**src/rtl/rv32dec_pkg.sv**
```systemverilog
// ----------------------------------------------------------------------------
// RV32I subset decoder package
// Format, operation and major opcode codes, plus the decode function that
// maps one instruction word to its format, operation and immediate.
// ----------------------------------------------------------------------------
package rv32dec_pkg;

    localparam int WordWidth = 32;

    // format class codes
    localparam logic [2:0] FMT_R       = 3'd0;
    localparam logic [2:0] FMT_I       = 3'd1;
    localparam logic [2:0] FMT_S       = 3'd2;
    localparam logic [2:0] FMT_B       = 3'd3;
    localparam logic [2:0] FMT_U       = 3'd4;
    localparam logic [2:0] FMT_J       = 3'd5;
    localparam logic [2:0] FMT_UNKNOWN = 3'd6;

    // operation codes
    localparam logic [3:0] OP_ADD  = 4'd0;
    localparam logic [3:0] OP_XOR  = 4'd1;
    localparam logic [3:0] OP_ORI  = 4'd2;
    localparam logic [3:0] OP_SRAI = 4'd3;
    localparam logic [3:0] OP_LB   = 4'd4;
    localparam logic [3:0] OP_LW   = 4'd5;
    localparam logic [3:0] OP_SB   = 4'd6;
    localparam logic [3:0] OP_SW   = 4'd7;
    localparam logic [3:0] OP_BEQ  = 4'd8;
    localparam logic [3:0] OP_LUI  = 4'd9;
    localparam logic [3:0] OP_JAL  = 4'd10;

    // major opcodes
    localparam logic [6:0] OPC_OP     = 7'b0110011;
    localparam logic [6:0] OPC_OPIMM  = 7'b0010011;
    localparam logic [6:0] OPC_LOAD   = 7'b0000011;
    localparam logic [6:0] OPC_SYSTEM = 7'b1110011;
    localparam logic [6:0] OPC_STORE  = 7'b0100011;
    localparam logic [6:0] OPC_BRANCH = 7'b1100011;
    localparam logic [6:0] OPC_LUI    = 7'b0110111;
    localparam logic [6:0] OPC_AUIPC  = 7'b0010111;
    localparam logic [6:0] OPC_JAL    = 7'b1101111;

    // funct3 / funct7 values
    localparam logic [2:0] F3_ADD  = 3'd0;
    localparam logic [2:0] F3_XOR  = 3'd4;
    localparam logic [2:0] F3_OR   = 3'd6;
    localparam logic [2:0] F3_SR   = 3'd5;
    localparam logic [2:0] F3_BYTE = 3'd0;
    localparam logic [2:0] F3_WORD = 3'd2;
    localparam logic [2:0] F3_BEQ  = 3'd0;
    localparam logic [6:0] F7_BASE = 7'b0000000;
    localparam logic [6:0] F7_ALT  = 7'b0100000;

    typedef struct packed {
        logic [2:0]                  fmt;
        logic [3:0]                  op;
        logic                        invalid;
        logic signed [WordWidth-1:0] imm;
    } dec_t;

    function automatic dec_t decode(input logic [WordWidth-1:0] w);
        dec_t       d;
        logic [6:0] opc;
        logic [2:0] f3;
        logic [6:0] f7;
        logic       ok;
        opc     = w[6:0];
        f3      = w[14:12];
        f7      = w[31:25];
        ok      = 1'b0;
        d.fmt   = FMT_UNKNOWN;
        d.op    = OP_ADD;
        d.imm   = '0;
        unique case (opc) inside
            OPC_OP:
            begin
                d.fmt = FMT_R;
                if (f7 == F7_BASE && f3 == F3_ADD)
                begin
                    d.op = OP_ADD;
                    ok   = 1'b1;
                end
                else if (f7 == F7_BASE && f3 == F3_XOR)
                begin
                    d.op = OP_XOR;
                    ok   = 1'b1;
                end
            end
            OPC_OPIMM, OPC_LOAD, OPC_SYSTEM:
            begin
                d.fmt = FMT_I;
                d.imm = {{20{w[31]}}, w[31:20]};
                if (opc == OPC_OPIMM)
                begin
                    if (f3 == F3_OR)
                    begin
                        d.op = OP_ORI;
                        ok   = 1'b1;
                    end
                    else if (f3 == F3_SR && f7 == F7_ALT)
                    begin
                        d.op = OP_SRAI;
                        ok   = 1'b1;
                    end
                end
                else if (opc == OPC_LOAD)
                begin
                    if (f3 == F3_BYTE)
                    begin
                        d.op = OP_LB;
                        ok   = 1'b1;
                    end
                    else if (f3 == F3_WORD)
                    begin
                        d.op = OP_LW;
                        ok   = 1'b1;
                    end
                end
            end
            OPC_STORE:
            begin
                d.fmt = FMT_S;
                d.imm = {{20{w[31]}}, w[31:25], w[11:7]};
                if (f3 == F3_BYTE)
                begin
                    d.op = OP_SB;
                    ok   = 1'b1;
                end
                else if (f3 == F3_WORD)
                begin
                    d.op = OP_SW;
                    ok   = 1'b1;
                end
            end
            OPC_BRANCH:
            begin
                d.fmt = FMT_B;
                d.imm = {{19{w[31]}}, w[31], w[7], w[30:25], w[11:8], 1'b0};
                if (f3 == F3_BEQ)
                begin
                    d.op = OP_BEQ;
                    ok   = 1'b1;
                end
            end
            OPC_LUI, OPC_AUIPC:
            begin
                d.fmt = FMT_U;
                d.imm = {w[31:12], 12'b0};
                if (opc == OPC_LUI)
                begin
                    d.op = OP_LUI;
                    ok   = 1'b1;
                end
            end
            OPC_JAL:
            begin
                d.fmt = FMT_J;
                d.imm = {{11{w[31]}}, w[31], w[19:12], w[20], w[30:21], 1'b0};
                d.op  = OP_JAL;
                ok    = 1'b1;
            end
            default:
            begin
                d.fmt = FMT_UNKNOWN;
            end
        endcase
        // unsupported combinations report operation zero
        if (!ok)
        begin
            d.op = OP_ADD;
        end
        d.invalid = ~ok;
        return d;
    endfunction

endpackage

```
**src/rtl/rv32i_subset_instruction_decoder.sv**
```systemverilog
// ----------------------------------------------------------------------------
// RV32I subset instruction decoder
// Two-stage valid/stall pipeline: capture the instruction word, decode it,
// and present format, operation, register fields and immediate.
// ----------------------------------------------------------------------------
// Usage:
//   Input channel: in_valid / in_stall carry one instruction word
//   (instr_word). A word is taken on a rising edge with in_valid high and
//   in_stall low.
//   Output channel: out_valid / out_stall carry one decoded result per
//   word: format_class, op_code, op_invalid, dest_reg, src1_reg, src2_reg,
//   func3_field, func7_field and immediate. A result is taken on a rising
//   edge with out_valid high and out_stall low.
//   Path: a word offered on instr_word goes into the input register, then is
//   decoded into the result register and shown on the outputs; out_stall
//   can hold it in the input register between the two.
//   Throughput: one word per cycle while not stalled; decode is a single
//   shallow pass of opcode compare and immediate muxing between registers.
//   Reset: rst_n low empties both stages at once; in_stall is low and
//   out_valid low after reset.
//   Stall: while out_stall holds a full result register, the result stays
//   put, the input register holds its word, and in_stall rises once the
//   input register is full. No word is dropped or repeated.
// ----------------------------------------------------------------------------
module rv32i_subset_instruction_decoder
    import rv32dec_pkg::*;
(
    input  logic                        clk,
    input  logic                        rst_n,
    input  logic                        in_valid,
    output logic                        in_stall,
    input  logic [WordWidth-1:0]        instr_word,
    output logic                        out_valid,
    input  logic                        out_stall,
    output logic [2:0]                  format_class,
    output logic [3:0]                  op_code,
    output logic                        op_invalid,
    output logic [4:0]                  dest_reg,
    output logic [4:0]                  src1_reg,
    output logic [4:0]                  src2_reg,
    output logic [2:0]                  func3_field,
    output logic [6:0]                  func7_field,
    output logic signed [WordWidth-1:0] immediate
);

    logic                 in_valid_reg;
    logic                 in_valid_next;
    logic [WordWidth-1:0] in_word_reg;
    logic                 out_valid_reg;
    logic                 out_valid_next;
    logic [WordWidth-1:7] out_word_reg;
    dec_t                 out_dec_reg;
    dec_t                 dec_next;
    logic                 out_adv;
    logic                 in_adv;
    logic                 in_take;

    // result stage moves when empty or drained this cycle
    assign out_adv  = !out_valid_reg || !out_stall;
    assign in_adv   = !in_valid_reg || out_adv;
    assign in_stall = !in_adv;
    assign in_take  = in_valid && in_adv;

    assign in_valid_next  = in_adv ? in_valid : in_valid_reg;
    assign out_valid_next = out_adv ? in_valid_reg : out_valid_reg;

    assign dec_next = decode(in_word_reg);

    always_ff @(posedge clk or negedge rst_n)
    begin
        if (!rst_n)
        begin
            in_valid_reg  <= 1'b0;
            out_valid_reg <= 1'b0;
        end
        else
        begin
            in_valid_reg  <= in_valid_next;
            out_valid_reg <= out_valid_next;
        end
    end

    always_ff @(posedge clk)
    begin
        if (in_take)
        begin
            in_word_reg <= instr_word;
        end
        if (out_adv && in_valid_reg)
        begin
            out_word_reg <= in_word_reg[WordWidth-1:7];
            out_dec_reg  <= dec_next;
        end
    end

    assign out_valid    = out_valid_reg;
    assign format_class = out_dec_reg.fmt;
    assign op_code      = out_dec_reg.op;
    assign op_invalid   = out_dec_reg.invalid;
    assign immediate    = out_dec_reg.imm;
    assign dest_reg     = out_word_reg[11:7];
    assign src1_reg     = out_word_reg[19:15];
    assign src2_reg     = out_word_reg[24:20];
    assign func3_field  = out_word_reg[14:12];
    assign func7_field  = out_word_reg[31:25];

`ifndef NO_ASSERTIONS
    a_fill_result: assert property (@(posedge clk) disable iff (!rst_n)
        (in_valid_reg && out_adv) |=> out_valid_reg)
        else $error("decoded word did not reach result register");

    a_stall_only_full: assert property (@(posedge clk) disable iff (!rst_n)
        in_stall |-> (in_valid_reg && out_valid_reg))
        else $error("input stalled with a free stage");

    a_unknown_invalid: assert property (@(posedge clk) disable iff (!rst_n)
        (out_valid_reg && !op_invalid) |-> (format_class != FMT_UNKNOWN))
        else $error("valid operation with unknown format");

    a_invalid_op_zero: assert property (@(posedge clk) disable iff (!rst_n)
        (out_valid_reg && op_invalid) |-> (op_code == OP_ADD))
        else $error("invalid result carries nonzero operation");

    a_r_imm_zero: assert property (@(posedge clk) disable iff (!rst_n)
        (out_valid_reg && (format_class == FMT_R || format_class == FMT_UNKNOWN))
            |-> (immediate == '0))
        else $error("immediate nonzero for R or unknown format");
`endif

endmodule
```
**config.mk**
```make
export PLATFORM = sky130hd
export DESIGN_NAME = rv32i_subset_instruction_decoder
export DESIGN_NICKNAME = d
export VERILOG_FILES = /design/src/rtl/rv32dec_pkg.sv /design/src/rtl/rv32i_subset_instruction_decoder.sv
export SDC_FILE = /design/constraint.sdc
export NUM_CORES = 1
export LEC_CHECK = 0
export BUFFER_PORTS_ARGS = -buffer_cell sky130_fd_sc_hd__buf_4
export CAP_MARGIN = 10
export CORE_AREA = 2 2 88 99
export DETAILED_ROUTE_END_ITERATION = 6
export DIE_AREA = 0 0 90 101
export PLACE_DENSITY = 0.7
export SLEW_MARGIN = 20
export SYNTH_ARGS = -nofsm -noshare
export SYNTH_HDL_FRONTEND = slang
export SYNTH_SLANG_ARGS = --single-unit
```
**constraint.sdc**
```tcl
create_clock -name clk -period 7 [get_ports clk]
set_input_delay 1.05 -clock clk [delete_from_list [all_inputs] [get_ports clk]]
set_output_delay 1.05 -clock clk [all_outputs]
set_load 0.005 [all_outputs]
```
==> results of run 1 <==
==> through the flow <==
step,utilization [%],setup WS (ns)
after floorplan,-,0.650
after global placement,55.5,4.51
after detailed placement,55.5,4.50
after CTS,57.8,4.50
after global routing,57.8,4.47
final,57.8,4.50
==> power by group through the flow <==
stage / registers, mW / logic, mW / clock network [mW]
after floorplan: 0.734 / 0.0303 / 0
after global placement: 0.733 / 0.0933 / 0
after detailed placement: 0.734 / 0.0954 / 0
after CTS: 0.721 / 0.0955 / 0.356
after global routing: 0.725 / 0.102 / 0.378
final: 0.720 / 0.0941 / 0.350
==> layer usage <==
| metal | part of all wire, % | vias up |
|---|---|---|
| met3 | 5.4 | 16 |
| met1 | 41 | 1018 |
| met2 | 51 | 81 |
| met4 | 2.8 | 0 |
| li1 | - | 1001 |
| met5 | 0 | - |
==> cells in the final DEF (no fill, tap or decap), types with 2 or more instances in the layout <==
cell,n
dfrtp_1,2
buf_4,103
nand4_1,3
edfxtp_1,97
clkinv_4,3
a21oi_1,4
nor2_1,8
nand2b_1,3
and3_1,3
nor3_1,4
a211o_1,2
nand2_1,2
nor2b_1,8
clkbuf_8,9
o21a_1,2
and3b_1,2
nand3_1,4
a21o_1,21
inv_1,4
nor4_1,3
a22o_1,5
==> path summary, 6_finish.rpt <==
check                                start               end  slack [ns]  depth (start not counted)
hold reg to reg            in_word_reg[17]  out_word_reg[17]        0.44                          0
hold / removal             in_word_reg[17]  out_word_reg[17]        0.44                          0
setup reg to reg            in_word_reg[6]     immediate[30]        4.99                          4
setup / recovery                 out_stall          in_stall        4.50                          4
max in group asynchronous            rst_n      in_valid_reg        6.45                          1
min in group asynchronous            rst_n         out_valid        0.47                          1
==> final cells by class <==
| type | count | area, um^2 | area share (%) |
|---|---|---|---|
| clock inverter | 6 | 67.6 | 1.43 |
| tap | 111 | 139 | 2.95 |
| multi-input combinational | 92 | 631 | 13.4 |
| timing repair buffer | 103 | 773 | 16.4 |
| inverter | 4 | 15.0 | 0.319 |
| sequential | 99 | 2960 | 62.9 |
| clock buffer | 9 | 124 | 2.63 |
==> critical path, delay by kind of cell <==
| family | cells | cell delay [ns] |
|---|---|---|
| and+or+nand+nor | 1 | 0.10 |
| buffers and inverters | 3 | 0.31 |
==> kinds of logic (layout without fill, tap and decap cells) <==
kind of cell / count (synthesis) / after routing / share of synthesized area [%]
flops: 99 / 99 / 81.8
buf+inv: 10 / 122 / 1.11
compound gates: 44 / 44 / 9.23
simple gates: 48 / 48 / 7.84
==> metrics.md, run 1 <==
| Metric | Value |
|---|---|
| Status | `finished, final reports clean` |
| Combinational fraction of design power | `8.1%` |
| Pint | `913 uW` |
| RSZ-0062 raised after global routing | `no` |
| Most frequent cell after synthesis | `edfxtp_1` |
| Final setup fails | `0` |
| Min Tclk post-route | `2.50 ns` |
| Req. time, crit path | `5.95 ns` |
| Clock Sinks | `99` |
| Routed len/inst | `16.1 um` |
| Power per Cell Area | `247 nW/um^2` |
| Final Hold Viols | `0` |
| Seq/Total Area, Yosys | `81.8%` |
| P_leak | `1.96 nW` |
| Setup Skew | `0.0124 ns` |
| Crit path cell chain | `buf_4 -> nand3_1 -> inv_1 -> buf_4` |
| Final net count | `345` |
| Max Fclk | `400 MHz` |
| Top-area cell type share of the netlist area | `80.4%` |
| Netlist cell types | `37` |
| Top FF cell, synth | `edfxtp_1` |
| Synth top area cells | `edfxtp_1, a21o_1, dfrtp_1` |
| GR Util met1 | `18.2%` |
| Dpl cells | `409` |
| Post-synth top cells | `edfxtp_1, a21o_1, nor2_1, nor2b_1, a22o_1` |
| Die ar. | `9090 um^2` |
| DR DRC count | `0` |
| Hold buffer count at CTS | `0` |
| GRT Total Usage | `15.1%` |
| Hold WS | `0.444 ns` |
| Vias in the first global route | `2105` |
| Met3 Use GR | `3.52%` |
| Max-slew violations | `0` |
| Synthesized flop and latch total | `99` |
| Net Sw Frac | `21.6%` |
| DP Area | `4520 um^2` |
| Row count | `35` |
| Tot Pwr | `1.16 mW` |
| Avg Synthesized Cell Area | `18.0 um^2` |
| Later-pin clock latency in the skew report | `0.36 ns` |
| Input/output buffers | `102` |
| Post-Syn Nets | `237` |
| YS warnings | `0` |
| Top cell type by total area after synthesis | `edfxtp_1` |
| Min-Delay Path Class | `reg -> reg` |
| Clock Power Share | `30.1%` |
| Kind of critical path | `in -> out` |
| Reg power frac | `61.8%` |
| Gpl congestion | `0.805` |
| Async SR Flop Fraction | `2.02%` |
| # Post-CTS Setup Buffers | `0` |
| Cells after synthesis | `201` |
| Largest net degree at the start of global routing | `66` |
| Share of post-route cells with drive strength above 1 | `39.0%` |
| Top cell by count, worst path | `buf_4` |
| Synth-to-Final Area Change | `30.1%` |
| Total iterations of the first detailed-routing run | `4` |
| Final Non-Filler Cells | `424` |
| DR vias | `2116` |
| Core area | `8150 um^2` |
| Die Wd | `90 um` |
| Max incr delay on CP | `0.13 ns` |
| Nature of the critical path startpoint | `primary input` |
| First-pass GRT wire length | `10400 um` |
| DR iter-0 viols | `204` |
| Post-CTS Resized | `0` |
| Drt total wl | `6830 um` |
| Net load switching power | `251 uW` |
| Worst-Margin Slew | `0.806 ns` |
| Starting density of the core | `44.5%` |
| Clock transition at path regs | `0.10 ns` |
| CTS tree | `done` |
| Initial antenna violation count | `0` |
| Max-Cap Viols | `0` |
| Grt peak-use layer | `met2` |
| Setup TNS | `0 ns` |
| Clock buffer count from CTS | `9` |
| Worst Path Arrival | `1.45 ns` |
| Detailed placement HPWL | `4680 um` |
| Maximum root-to-sink buffer count | `2` |
| H-tree levels | `3` |
| Met2 usage | `25.3%` |
| Filler instances | `685` |
| Top Ports | `103` |
| Gr ovfl total | `0` |
| Die Y | `101 um` |
| Post-synth EDFFs | `97` |
| Vias per cell | `4.99` |
| Post-route ant nets | `0` |
| Slew margin rel. | `45.8%` |
| CP max FO | `3` |
| Design area | `4710 um^2` |
| Period utilisation layout | `35.7%` |
| Diode count | `0` |
| Slowest CP cell | `buf_4` |
| Clock root cell | `clkbuf_8` |
| Mapped Area | `3620 um^2` |
| CP endpoint kind | `output pin` |
| VDD IR-drop max | `0.000138 V` |
No activity file was read; power rests on OpenSTA's default activity.
==> run 2: changes to the inputs <==
Clock period 7 ns to 2.37 ns, I/O delays scaled along.
==> run 2 against run 1 <==
Compared with the run above:
- hold slack worse by 0.28 ns
- clock skew down 0.0021 ns
- die area unchanged
- critical path type is now reg -> reg
- first-iteration DRC count down 37%
- worst setup slack worse by 4.1 ns
- combinational power rose to 3.1 times the previous value
- via count up 1.9%
- final cell count up 1.2%
- highest routed layer unchanged
- clock power rose to 3.1 times the previous value
==> metrics.md, run 2 (synthesis gave the netlist of run 1 again) <==
| Metric | Value |
|---|---|
| Status | `finished, final reports clean` |
| Vias in the first global route | `2061` |
| Setup Skew | `0.0104 ns` |
| Leading cell type in the layout, fill and taps excluded | `buf_4` |
| Slew margin rel. | `60.8%` |
| Max incr delay on CP | `0.58 ns` |
| DP Area | `4570 um^2` |
| Worst R2R Setup Slack | `0.42 ns` |
| Top Ports | `103` |
| Worst R2R Path Depth | `4` |
| Kind of critical path | `reg -> reg` |
| H-tree levels | `3` |
| GRT Total Usage | `15.4%` |
| Vias per cell | `5.03` |
| VDD IR-drop max | `0.000380 V` |
| Largest net degree at the start of global routing | `34` |
| Crit path to | `immediate[26]` |
| Die ar. | `9090 um^2` |
| RSZ-0062 raised after global routing | `no` |
| Initial antenna violation count | `0` |
| Period utilisation layout | `82.1%` |
| Maximum root-to-sink buffer count | `2` |
| Max-Cap Viols | `0` |
| R2R Path End | `immediate[26]` |
| Design area | `4770 um^2` |
| Total iterations of the first detailed-routing run | `4` |
| First-pass GRT wire length | `10400 um` |
| Min Tclk post-route | `1.95 ns` |
| Power per Cell Area | `730 nW/um^2` |
| Worst Path Arrival | `2.06 ns` |
| Nature of the critical path startpoint | `register` |
| Detailed placement HPWL | `4750 um` |
| DR iter-0 viols | `128` |
| P_leak | `2.00 nW` |
| Share of post-route cells with drive strength above 1 | `39.3%` |
| Die Wd | `90 um` |
| Worst-Margin Slew | `0.589 ns` |
| Post-CTS Resized | `0` |
| Crit. Startpoint | `in_word_reg[6]` |
| WP buf/inv | `0` |
| Gpl congestion | `0.818` |
| Min-delay src | `instr_word[18]` |
| Crit path cell chain | `and3_1 -> o31a_1 -> o21a_1 -> a21o_1` |
| Tot Pwr | `3.48 mW` |
| Max Fclk | `514 MHz` |
| Post-route ant nets | `0` |
| Core area | `8150 um^2` |
| Clock transition at path regs | `0.10 ns` |
| Hold buffer count at CTS | `1` |
| Starting density of the core | `44.5%` |
| Final Hold Viols | `0` |
| CP Depth | `4` |
| Final net count | `349` |
| Setup TNS | `0 ns` |
| Max-slew violations | `0` |
| Area of the multi-input gates | `631 um^2` |
| Setup WS pre-CTS | `0.456 ns` |
| Min-Delay Path Class | `in -> reg` |
| DR DRC count | `0` |
| Req. time, crit path | `2.49 ns` |
| CP max FO | `15` |
| Slowest CP cell | `edfxtp_1` |
| Diode count | `0` |
| CTS tree | `done` |
| Later-pin clock latency in the skew report | `0.36 ns` |
| Final setup fails | `0` |
| Filler instances | `653` |
| Clock root cell | `clkbuf_8` |
| CP top delay family | `compound AO/OA/AOI/OAI gates` |
| Synth-to-Final Area Change | `31.9%` |
| # Post-CTS Setup Buffers | `0` |
| Drt total wl | `6820 um` |
| CP endpoint kind | `register` |
| Input/output buffers | `102` |
| Final critical-path setup slack | `0.424 ns` |
| Commonest cells after routing, fill and taps aside | `buf_4, edfxtp_1, a21o_1, clkbuf_8` |
| Routed len/inst | `15.9 um` |
| Row count | `35` |
| FF+latch area | `2960 um^2` |
| Clock Sinks | `99` |
| R2R Path Start | `in_word_reg[6]` |
| DR vias | `2156` |
| Die Y | `101 um` |
| Gr ovfl total | `0` |
| Clock buffer count from CTS | `9` |
==> run 2: changes by cell type in the layout (fill, tap and decap cells not counted) <==
| cell | previous run | this run |
|---|---|---|
| clkinvlp_4 | 1 | 0 |
| buf_12 | 0 | 2 |
| dlygate4sd3_1 | 0 | 1 |
| clkinv_1 | 1 | 2 |
| inv_6 | 0 | 4 |
| clkinv_4 | 3 | 0 |
| buf_4 | 103 | 104 |
==> run 2: metal layers <==
| metal | up-vias | GRT usage (%) | routed length [um] |
|---|---|---|---|
| met1 | 1020 | 18.5 | 2690 |
| met2 | 105 | 24.8 | 3390 |
| met3 | 19 | 4.04 | 455 |
| met4 | 0 | 10.4 | 284 |
| li1 | 1012 | - | - |
| met5 | - | 0 | 0 |
==> run 2: how the worst min path moves through the flow <==
stage                      endpoint  slack (ns)  cells after the start
floorplan              in_valid_reg        0.06                      0
detailed placement        out_valid        0.14                      1
global route        in_word_reg[18]        0.14                      1
global placement          out_valid        0.14                      1
finish              in_word_reg[18]        0.16                      1
CTS                 in_word_reg[19]        0.14                      1
==> run 2: final cells by class <==
| class | count | area share [%] |
|---|---|---|
| repair buffers | 107 | 17.4 |
| clock inverters | 7 | 1.52 |
| clock buffers | 9 | 2.59 |
| well taps | 111 | 2.91 |
| inverters | 4 | 0.314 |
| multi-input cells | 92 | 13.2 |
| flip-flops and latches | 99 | 62.1 |
==> run 2: where the power goes <==
| group | total (mW) | switching [mW] | internal [mW] |
|---|---|---|---|
| Sequential | 2.12 | 0.0625 | 2.06 |
| Clock | 1.07 | 0.571 | 0.496 |
| Combinational | 0.295 | 0.130 | 0.165 |
| Total | 3.48 | 0.763 | 2.72 |
==> run 2: stage by stage <==
step           hold WS [ns]  util [%]  instances
2_1_floorplan        0.0599         -        201
3_3_place_gp          0.138      56.1        412
3_5_place_dp          0.142      56.1        412
4_1_cts               0.145      58.6        429
5_1_grt               0.139      58.6        429
6_report              0.162      58.6        429
==> run 3: changes to the inputs <==
Settings changed: ABC_AREA set to 1, CORE_AREA 2 2 88 99 to 2 2 90 100, DIE_AREA 0 0 90 101 to 0 0 92 102.
Clock period 2.37 ns to 2.03 ns, I/O delays scaled along.
==> run 3 against run 2 <==
Compared with the run above:
- utilization rose by 0.45 points
- combinational power up 58%
- via count increased by 8.5%
- clock skew rose by 0.0025 ns
- global-route usage grew 0.33 points
- wire length increased by 3.1%
- clock-buffer cell count up 1
- register-to-register slack lost 0.11 ns
- worst setup slack got worse by 0.11 ns
- die area increased by 3.2%
- largest cell class unchanged
==> metrics.md, run 3 <==
| Metric | Value |
|---|---|
| Status | `finished, final reports clean` |
| Period utilisation layout | `84.6%` |
| Power per Cell Area | `859 nW/um^2` |
| DR iter-0 viols | `104` |
| CP max FO | `11` |
| Top-area cell type share of the netlist area | `77.5%` |
| Max incr delay on CP | `0.44 ns` |
| Clock root cell | `clkbuf_8` |
| Post-synth top cells | `edfxtp_1, nand2_1, inv_1` |
| Worst-Margin Slew | `0.503 ns` |
| Synth-to-Final Area Change | `30.8%` |
| Gpl congestion | `0.860` |
| Row count | `35` |
| Routed len/inst | `14.3 um` |
| Final Hold Viols | `0` |
| Avg Synthesized Cell Area | `14.5 um^2` |
| P_leak | `2.12 nW` |
| VDD IR-drop max | `0.000394 V` |
| Later-pin clock latency in the skew report | `0.36 ns` |
| Dpl cells | `475` |
| Maximum root-to-sink buffer count | `2` |
| Mapped Area | `3760 um^2` |
| Final setup fails | `0` |
| Input/output buffers | `102` |
| Leading cell type in the layout, fill and taps excluded | `buf_4` |
| Synthesized flop and latch total | `99` |
| Post-CTS Resized | `0` |
| Clock Sinks | `99` |
| # Post-CTS Setup Buffers | `0` |
| Req. time, crit path | `2.13 ns` |
| Post-route ant nets | `0` |
| Slew margin rel. | `66.4%` |
| Grt peak-use layer | `met2` |
| Cells after synthesis | `259` |
| Max-slew violations | `0` |
| Min Tclk post-route | `1.72 ns` |
| Die Y | `102 um` |
| Top Ports | `103` |
| Top FF cell, synth | `edfxtp_1` |
| CTS tree | `done` |
| Min-Delay Path Class | `in -> reg` |
| Hold depth | `1` |
| Initial antenna violation count | `0` |
| Synth top area cells | `edfxtp_1, nand2_1, inv_1` |
| Seq/Total Area, Yosys | `78.9%` |
| Vias per cell | `4.76` |
| Die ar. | `9380 um^2` |
| Final core area utilization | `59.1%` |
| Clock transition at path regs | `0.10 ns` |
| Commonest cells after routing, fill and taps aside | `buf_4, edfxtp_1, nand2_1, inv_1, nand3_1` |
| Clock buffer count from CTS | `9` |
| DR vias | `2340` |
| Share of post-route cells with drive strength above 1 | `39.9%` |
| Largest net degree at the start of global routing | `33` |
| Setup TNS | `0 ns` |
| Diode count | `0` |
| Netlist cell types | `20` |
| Hold WS | `0.116 ns` |
| RSZ-0062 raised after global routing | `no` |
| Tot Pwr | `4.22 mW` |
| Worst Path Arrival | `1.82 ns` |
| Die Wd | `92 um` |
| Vias in the first global route | `2307` |
| First-pass GRT wire length | `11000 um` |
| GR Util met1 | `19.6%` |
| CP Depth | `9` |
| Most frequent cell after synthesis | `edfxtp_1` |
| Post-Syn Nets | `295` |
| GRT Total Usage | `15.7%` |
| Drt total wl | `7030 um` |
| Nature of the critical path startpoint | `register` |
| Hold buffer count at CTS | `1` |
| Max-Cap Viols | `0` |
| Total iterations of the first detailed-routing run | `4` |
| Top cell type by total area after synthesis | `edfxtp_1` |
| Slowest CP cell | `edfxtp_1` |
| Met3 Use GR | `3.69%` |
| WP buf/inv | `2` |
| Post-synth EDFFs | `97` |
| CP endpoint kind | `register` |
| Crit path cell chain | `inv_2 -> nand2_1 -> nand2_1 -> nand2_2 -> nand2_2 -> inv_4 -> nand2_4 -> nand2_2 -> o21ai_0` |
| Gr ovfl total | `0` |
| Async SR Flop Fraction | `2.02%` |
| Worst R2R Path Depth | `9` |
| Final Non-Filler Cells | `492` |
| Kind of critical path | `reg -> reg` |
| YS warnings | `0` |
| Met2 usage | `26.0%` |
| CP top delay family | `simple AND/OR/NAND/NOR gates` |
| Max Fclk | `582 MHz` |
| Setup Skew | `0.0129 ns` |
| Core area | `8320 um^2` |
| Starting density of the core | `45.1%` |
| H-tree levels | `3` |
| Top cell by count, worst path | `nand2_2` |
| Final net count | `412` |
| DR DRC count | `0` |
| Detailed placement HPWL | `5150 um` |
-- run 3: changes by cell type in the layout (fill, tap and decap cells not counted), sizes merged, moves of 4 or more --
| cell | previous run | this run |
|---|---|---|
| nand2 | 2 | 54 |
| inv | 8 | 40 |
| o21ai | 0 | 22 |
| a21o | 21 | 0 |
| nand3 | 4 | 18 |
| nor2 | 8 | 20 |
| nor2b | 8 | 0 |
| a22o | 5 | 0 |
| a21oi | 5 | 1 |
| nor3 | 4 | 0 |
-- run 3: routing by layer --
metal | wire [um] | up-vias
li1 | - | 1137
met1 | 2910 | 1105
met2 | 3470 | 82
met3 | 447 | 16
met4 | 203 | 0
met5 | 0 | -
-- run 3: final cells by class --
cell class / instances / area (um^2)
clock buffer: 10 / 128
sequential: 99 / 2960
inverter: 38 / 145
clock inverter: 6 / 61.3
fill: 706 / 3410
timing repair buffer: 107 / 831
tap: 111 / 139
multi-input combinational: 121 / 648
-- run 3: cell families (layout without fill, tap and decap cells) --
kind of cell	Yosys count	in the layout	synth area share [%]
DFF	99	99	78.9
and+or+nand+nor	96	96	12.1
buffers and inverters	39	161	4.16
AOI/OAI and AO/OA	25	25	4.83
-- run 3: through the flow --
| step | setup WS (ns) | instance area [um^2] |
|---|---|---|
| 4_1_cts | 0.307 | 4910 |
| 3_3_place_gp | 0.384 | 4720 |
| 2_1_floorplan | 0.0746 | 3770 |
| 3_5_place_dp | 0.309 | 4720 |
| 6_report | 0.312 | 4910 |
| 5_1_grt | 0.140 | 4910 |
-- run 3: worst paths after layout --
check | start | end | slack (ns)
worst max-delay path | in_word_reg[6] | immediate[20] | 0.31
min in group asynchronous | rst_n | out_valid | 0.26
max in group asynchronous | rst_n | in_valid_reg | 1.69
worst min register to register | in_word_reg[18] | out_word_reg[18] | 0.46
worst min-delay path | instr_word[15] | in_word_reg[15] | 0.12
worst max register to register | in_word_reg[6] | immediate[20] | 0.31
-- run 3: worst register-to-register path: cells and delay by family (launching register included) --
| family | cells | cell delay (ns) |
|---|---|---|
| flops | 1 | 0.44 |
| simple gates | 6 | 0.73 |
| compound gates | 1 | 0.13 |
| buf+inv | 2 | 0.18 |
-- run 3: where the power goes --
| group | internal, mW | total (mW) | switching, mW |
|---|---|---|---|
| clock network | 0.571 | 1.22 | 0.647 |
| logic | 0.234 | 0.465 | 0.231 |
| registers | 2.46 | 2.54 | 0.0771 |
